**src/rtl/bba_pkg.sv**
```systemverilog
// bba_pkg: constants, codes, types and helpers of the buddy block allocator
// used by bba_tree, buddy_block_allocator and bba_checker; no dependencies
package bba_pkg;

    localparam int MIN_ORDER    = 8;
    localparam int MAX_ORDER    = 18;
    localparam int HEADER_BYTES = 12;
    localparam int SEG_RESET    = 15;

    localparam int AW      = 18;
    localparam int SIZE_W  = 13;
    localparam int ORD_W   = 5;
    localparam int FRAG_W  = 31;
    localparam int NODE_W  = MAX_ORDER - MIN_ORDER + 1;
    localparam int LEAF_W  = MAX_ORDER - MIN_ORDER;
    localparam int BO_W    = 4;
    localparam int WASTE_W = SIZE_W + 1;

    localparam logic [SIZE_W-1:0] SIZE_MIN = SIZE_W'(128);
    localparam logic [SIZE_W-1:0] SIZE_MAX = SIZE_W'(4096);
    localparam logic [FRAG_W-1:0] FRAG_MAX = {FRAG_W{1'b1}};

    localparam logic OP_ALLOC = 1'b0;
    localparam logic OP_FREE  = 1'b1;

    typedef enum logic [1:0] {
        STAT_OK    = 2'd0,
        STAT_RANGE = 2'd1,
        STAT_NOMEM = 2'd2
    } t_status;

    typedef enum logic [3:0] {
        S_IDLE,
        S_CHECK,
        S_SRCH_RD,
        S_SRCH_CHK,
        S_SPLIT,
        S_FRAG,
        S_FREE_RD,
        S_FREE_ALIGN,
        S_MERGE_RD,
        S_MERGE_CHK,
        S_MERGE_CLR,
        S_DONE
    } t_state;

    typedef struct packed {
        logic              we;
        logic [NODE_W-1:0] waddr;
        logic              wdata;
        logic [NODE_W-1:0] raddr;
    } t_tree_req;

    function automatic logic [ORD_W-1:0] seg_clamp(input logic [ORD_W-1:0] seg);
        logic [ORD_W-1:0] s;
        s = seg;
        if (s < ORD_W'(MIN_ORDER)) s = ORD_W'(MIN_ORDER);
        if (s > ORD_W'(MAX_ORDER)) s = ORD_W'(MAX_ORDER);
        return s;
    endfunction

    function automatic logic [NODE_W-1:0] node_of(input logic [ORD_W-1:0] ord,
                                                  input logic [AW-1:0] addr);
        logic [NODE_W-1:0] base;
        base = NODE_W'(1) << (ORD_W'(MAX_ORDER) - ord);
        return base + NODE_W'(addr >> ord);
    endfunction

endpackage

```
**src/rtl/bba_tree.sv**
```systemverilog
// bba_tree: one-bit free flag per buddy tree node, with clearing sweep
// depends on bba_pkg
module bba_tree import bba_pkg::*; (
    input  logic              i_clk,
    input  logic              i_rst_n,
    input  logic              i_init,
    input  logic [NODE_W-1:0] i_init_node,
    input  t_tree_req         i_req,
    output logic              o_rd_bit,
    output logic              o_busy
);

    localparam int DEPTH = 2 ** NODE_W;

    logic              r_mem [DEPTH];
    logic              r_q;
    logic              r_busy;
    logic              r_last;
    logic [NODE_W-1:0] r_idx;
    logic [NODE_W-1:0] r_init_node;

    logic              mem_we;
    logic [NODE_W-1:0] mem_waddr;
    logic              mem_wdata;

    always_comb begin
        if (r_busy) begin
            mem_we    = 1'b1;
            mem_waddr = r_last ? r_init_node : r_idx;
            mem_wdata = r_last;
        end else begin
            mem_we    = i_req.we;
            mem_waddr = i_req.waddr;
            mem_wdata = i_req.wdata;
        end
    end

    always_ff @(posedge i_clk) begin
        if (!i_rst_n) begin
            r_busy      <= 1'b1;
            r_last      <= 1'b0;
            r_idx       <= '0;
            r_init_node <= node_of(seg_clamp(ORD_W'(SEG_RESET)), '0);
        end else if (i_init) begin
            r_busy      <= 1'b1;
            r_last      <= 1'b0;
            r_idx       <= '0;
            r_init_node <= i_init_node;
        end else if (r_busy) begin
            if (r_last) begin
                r_busy <= 1'b0;
                r_last <= 1'b0;
            end else begin
                r_idx <= r_idx + NODE_W'(1);
                if (r_idx == {NODE_W{1'b1}}) begin
                    r_last <= 1'b1;
                end
            end
        end
    end

    always_ff @(posedge i_clk) begin
        if (mem_we) begin
            r_mem[mem_waddr] <= mem_wdata;
        end
        r_q <= r_mem[i_req.raddr];
    end

    assign o_rd_bit = r_q;
    assign o_busy   = r_busy;

endmodule

```
**config.mk**
```make
export PLATFORM = sky130hd
export DESIGN_NAME = bba_tree
export DESIGN_NICKNAME = d
export VERILOG_FILES = /design/src/rtl/bba_pkg.sv /design/src/rtl/bba_tree.sv
export SDC_FILE = /design/constraint.sdc
export NUM_CORES = 2
export LEC_CHECK = 0
export BUFFER_PORTS_ARGS = -buffer_cell sky130_fd_sc_hd__buf_4
export CAP_MARGIN = 20
export CORE_UTILIZATION = 50
export DETAILED_ROUTE_END_ITERATION = 12
export PLACE_DENSITY = 0.71
export SLEW_MARGIN = 30
export SYNTH_ARGS = -nofsm -noshare
export SYNTH_HDL_FRONTEND = slang
export SYNTH_SLANG_ARGS = --single-unit
```
**constraint.sdc**
```tcl
create_clock -name i_clk -period 22.6 [get_ports i_clk]
set_input_delay 1.13 -clock i_clk [delete_from_list [all_inputs] [get_ports i_clk]]
set_output_delay 1.13 -clock i_clk [all_outputs]
set_load 0.02 [all_outputs]
```
; Word-level counts from Yosys, hierarchy flattened
; Memory sizes are Yosys's and may differ from the RTL's. A register that Yosys moved wholly into a read port is not among the register bits.
; Index checks and enable logic that the tools add are counted.
; Widths: inputs -> output; s select.
[totals]
regBits = 24
mem_count = 1
ramBits = 2048
latchBits = 0
mem_bits_ro = 0
input_bits = 38
[classes]
mul = 0
n_addsub = 1
n_mux = 10
n_lt_le_gt_ge = 0
reduce_logical = 2
eq_ne = 1
div = 0
n_bitwise = 2
n_shift = 0
[mem_list]
columns = memory, depth, word_bits, rd, rd_ports_with_merged_regs, write_ports, line_no
row1 = r_mem, 2048, 1, 1, 1, 1, bba_tree.sv:15  ; logic r_mem [DEPTH];
[ops]
columns = operator, n
row1 = $mux 11, 2
row2 = $add 11x1->11 const B, 1
row3 = $eq 11x11->1 const B, 1
row4 = $mux 1, 8
row5 = $not 1->1, 2
row6 = $reduce_and 2->1, 1
row7 = $reduce_or 2->1, 1

; Longest topological paths before layout
[depth]
ltp_word = 3
ltp_mapped = 15
depth_no_buf = 9

; Worst setup path before layout
; Ideal clock, no wire load.
[synth_timing]
path_kind = input to register
from = input port i_req[11] in the netlist's numbering
to = memory r_mem[0] (data pin)
slack_ns = 4.701
stages = 1
path_buffers = 0
arrival_time_ns = 14.839
cell_sequence = mux2_2
[synth_between]
elab_chain_cells = 1
[synth_lines]
columns = element, line_no
row1 = start: declaration, bba_tree.sv:8  ; input t_tree_req i_req,
row2 = $mux 1, bba_tree.sv:27  ; if (r_busy) begin
row3 = end: declaration, bba_tree.sv:15
; Every way passes these cells.

; Worst setup path after layout
[layout_timing]
from = register r_last
to = memory r_mem[448] (data pin)
[layout_between]
elab_chain_cells = 1
[layout_lines]
columns = element, line_no
row1 = start: declaration, bba_tree.sv:18  ; logic r_last;
row2 = start signal: assignment, bba_tree.sv:41  ; r_last <= 1'b0;
row3 = start signal: assignment, bba_tree.sv:46  ; r_last <= 1'b0;
row4 = start signal: assignment, bba_tree.sv:52  ; r_last <= 1'b0;
row5 = $mux 1, bba_tree.sv:27
row6 = net mem_wdata, bba_tree.sv:24  ; logic mem_wdata;
; The timed path passes the listed nets, and every way through them passes these cells.

==> results.md <==
- TritonRoute pass-1 iters: 6
- Die Span X: around 430 µm
- Die Y: 426 µm
- Sw Pwr: approximately 0.0016 W
- Internal: about 0.0060 W
- Initial core utilization: 0.504
- Pwr Density: 78.0 mW/mm²
- Post-Syn Area: about 0.09 mm²
- Largest net degree at the start of global routing: about 290
- Clock latency on the worst-skew pair: about 0.9 ns
- PostCTS Resize Cnt: 0
- Clock share of power: 0.418
- Initial antenna violation count: 11
- Cells after Synth: about 6.4k
- Post-synth ARST share: 0
- Net Sw Frac: 0.214
- Met1 usage: 0.364
- Largest area contributor in the netlist: edfxtp_1
- Ys flop type: edfxtp_1
- Max-Cap Viols: 0
- Number of synthesized flops with an enable pin: 2048
- Synth cell types: 65
- Ports: 40
- Gpl congestion: around 0.87
- Min cycle time layout: between 6 and 7 ns
- Data required time of the critical path: ~23 ns
- Clock sinks: between 2k and 2.5k
- Crit-path max FO: ~170
- CP Class: flip-flop to flip-flop
- Seq pwr share: 0.542
- Core box area: around 0.18 mm²
- Area contributors post-synth: edfxtp_1, mux4_2, nor2_1
- Max clock buf depth: 3
- Die Area: around 0.18 mm²
- Register area share after synthesis: 0.689
- Status: finished, final reports clean
- Hold slack final: approximately 0.48 ns
- Dpl hpwl: around 140000 µm
- Leakage power: roughly 30 nW
- Met2 usage: 0.442
- Initial DRC count: a little over 8k
- Port bufs: 39
- Setup violators final: 0
- Hold Fails Final Rpt: 0
- Routing usage on met3: 0.0581
- CTS buffer count: 202
- Yosys warnings: 0
- Filler cells: ~14k
- Detail Route Antenna Nets: 0
- DRC viols: 0
- TritonCTS clock tree: done
- CP endpoint kind: flip-flop
- Area grow syn2layout: 9.19%
- Slew Limit Fails: 0
- Tot GR Track Use: 0.278
- Setup TNS: 0 ns
- Hold_buf cts: 0
- DR WL/cell: 29.4 µm
- GR peak layer: met2
- FF+latch count, synth: 2073
- Mean Syn Cell Area: 14.1 µm²
- Routed wire length: around 250000 µm
- H-tree depth: 4
- Worst endpoint data arrival time: 6.63 ns
- Via count: 56.1k
- Top-count cell post-synth: nor2_1
- Setup Buffers After CTS: 0
- Max VDD drop: about 79 µV
- Overflow after GRT: 0
- # nets final: 6186
- Min-delay worst type: flip-flop to flip-flop
- First-pass GRT wire length: ~360000 µm
- Rows: 155
- Clock transition at the registers of the reported paths: around 0.060 ns
- Highest clock rate: between 150 and 200 MHz
- Via/cell ratio: between 6 and 7
- Share of the synthesized area in the top cell type: 0.683
- Part of the power in combinational logic: 0.040
- Fraction of layout cells with a size suffix above 1: 0.148
- Final worst path period share: 0.271
- Actual slew at the worst max-slew pin: between 1 and 1.5 ns
- Leading cell types by count after synthesis: nor2_1, edfxtp_1, mux4_2, clkbuf_1, mux2i_1
- Crit start category: flip-flop
- Setup Skew: ~0.056 ns
- RSZ-0062 raised after global routing: no
- Vias in the first global route: about 54k
- Clk root buf: clkbuf_16
- Synthesized Nets: 6435
- Slew headroom: 0.277
-- state kept, by name (all words and copies together), names as in the netlist --
name / cells
r_mem: 2048
r_idx: 11
r_init_node: 11
o_busy: 1
o_rd_bit: 1
r_last: 1
-- final cells by class --
class / count / area [µm²] / area share
sequential: 2073 / 62000 / 0.631
multi-input combinational: 3719 / 25800 / 0.263
clock buffer: 263 / 5320 / 0.0541
tap: 2355 / 2950 / 0.0300
timing repair buffer: 146 / 1310 / 0.0133
clock inverter: 104 / 880 / 0.00895
inverter: 5 / 25.0 / 0.000255
antenna: 3 / 7.51 / 0.0000764
-- worst max-delay path: stages (launching register included) --
cell     delay, ns
dfxtp_1       0.78
mux2_8        0.85
buf_6         0.71
buf_4         0.70
buf_4         0.87
buf_6         0.67
buf_4         0.81
-- through the flow --
stage	setup WS (ns)	util	total power (W)	cells	cell area (µm²)
after floorplan	4.70	-	0.00445	6396	90000
after global placement	16.20	0.514	0.00454	8295	91700
after detailed placement	15.92	0.514	0.00454	8295	91900
after CTS	16.15	0.549	0.00768	8662	98100
after global routing	16.22	0.550	0.00783	8667	98300
final	16.47	0.550	0.00767	8668	98300
-- per-layer routing --
metal	vias up	part of all wire
li1	23000	-
met4	6	0.052
met1	28700	0.36
met5	-	0.00016
met2	3674	0.47
met3	648	0.12
-- path summary, 6_finish.rpt --
| path | endpoint | cells after the start | slack [ns] | start |
|---|---|---|---|---|
| worst min-delay path | r_init_node[3] | 2 | 0.48 | r_init_node[3] |
| worst max register to register | r_mem[448] | 6 | 16.47 | r_last |
| worst min register to register | r_init_node[3] | 2 | 0.48 | r_init_node[3] |
| worst max-delay path | r_mem[448] | 6 | 16.47 | r_last |
-- power by group through the flow --
stage / Clock (W) / Combinational, W / Sequential [W]
floorplan: 0 / 0.000206 / 0.00424
global placement: 0 / 0.000295 / 0.00424
detailed placement: 0 / 0.000297 / 0.00424
CTS: 0.00322 / 0.000298 / 0.00416
global route: 0.00336 / 0.000313 / 0.00416
finish: 0.00321 / 0.000304 / 0.00416
-- cells in the final DEF, fill, tap and decap left out, types with 10 or more instances in the layout --
master     count
a22oi_1       30
nand3_1       37
nor2_1      2127
nand4_1       21
o221ai_1     110
nor2_2        13
buf_6         16
nand2_4       17
a21o_1        10
mux4_2       393
a21oi_1       91
clkinv_2      24
nor3_1        46
nand2_1      124
a2111oi_0     12
dfxtp_1       25
nor4_1        23
clkbuf_1      59
o22ai_1       65
nand2_2       61
clkinv_1      55
clkbuf_16    203
mux2i_1      304
nand3_4       16
nor2b_1       22
edfxtp_1    2048
buf_4        118
a211oi_1      12
o21ai_0       64
-- cells by family after synthesis --
family / share of synthesized area
mux: 0.134
flops: 0.689
compound gates: 0.0330
xor+xnor: 0.000681
buf+inv: 0.0319
simple gates: 0.112
fa+ha+maj: 0.000139
Note: power is estimated with default switching activity, not from simulation.
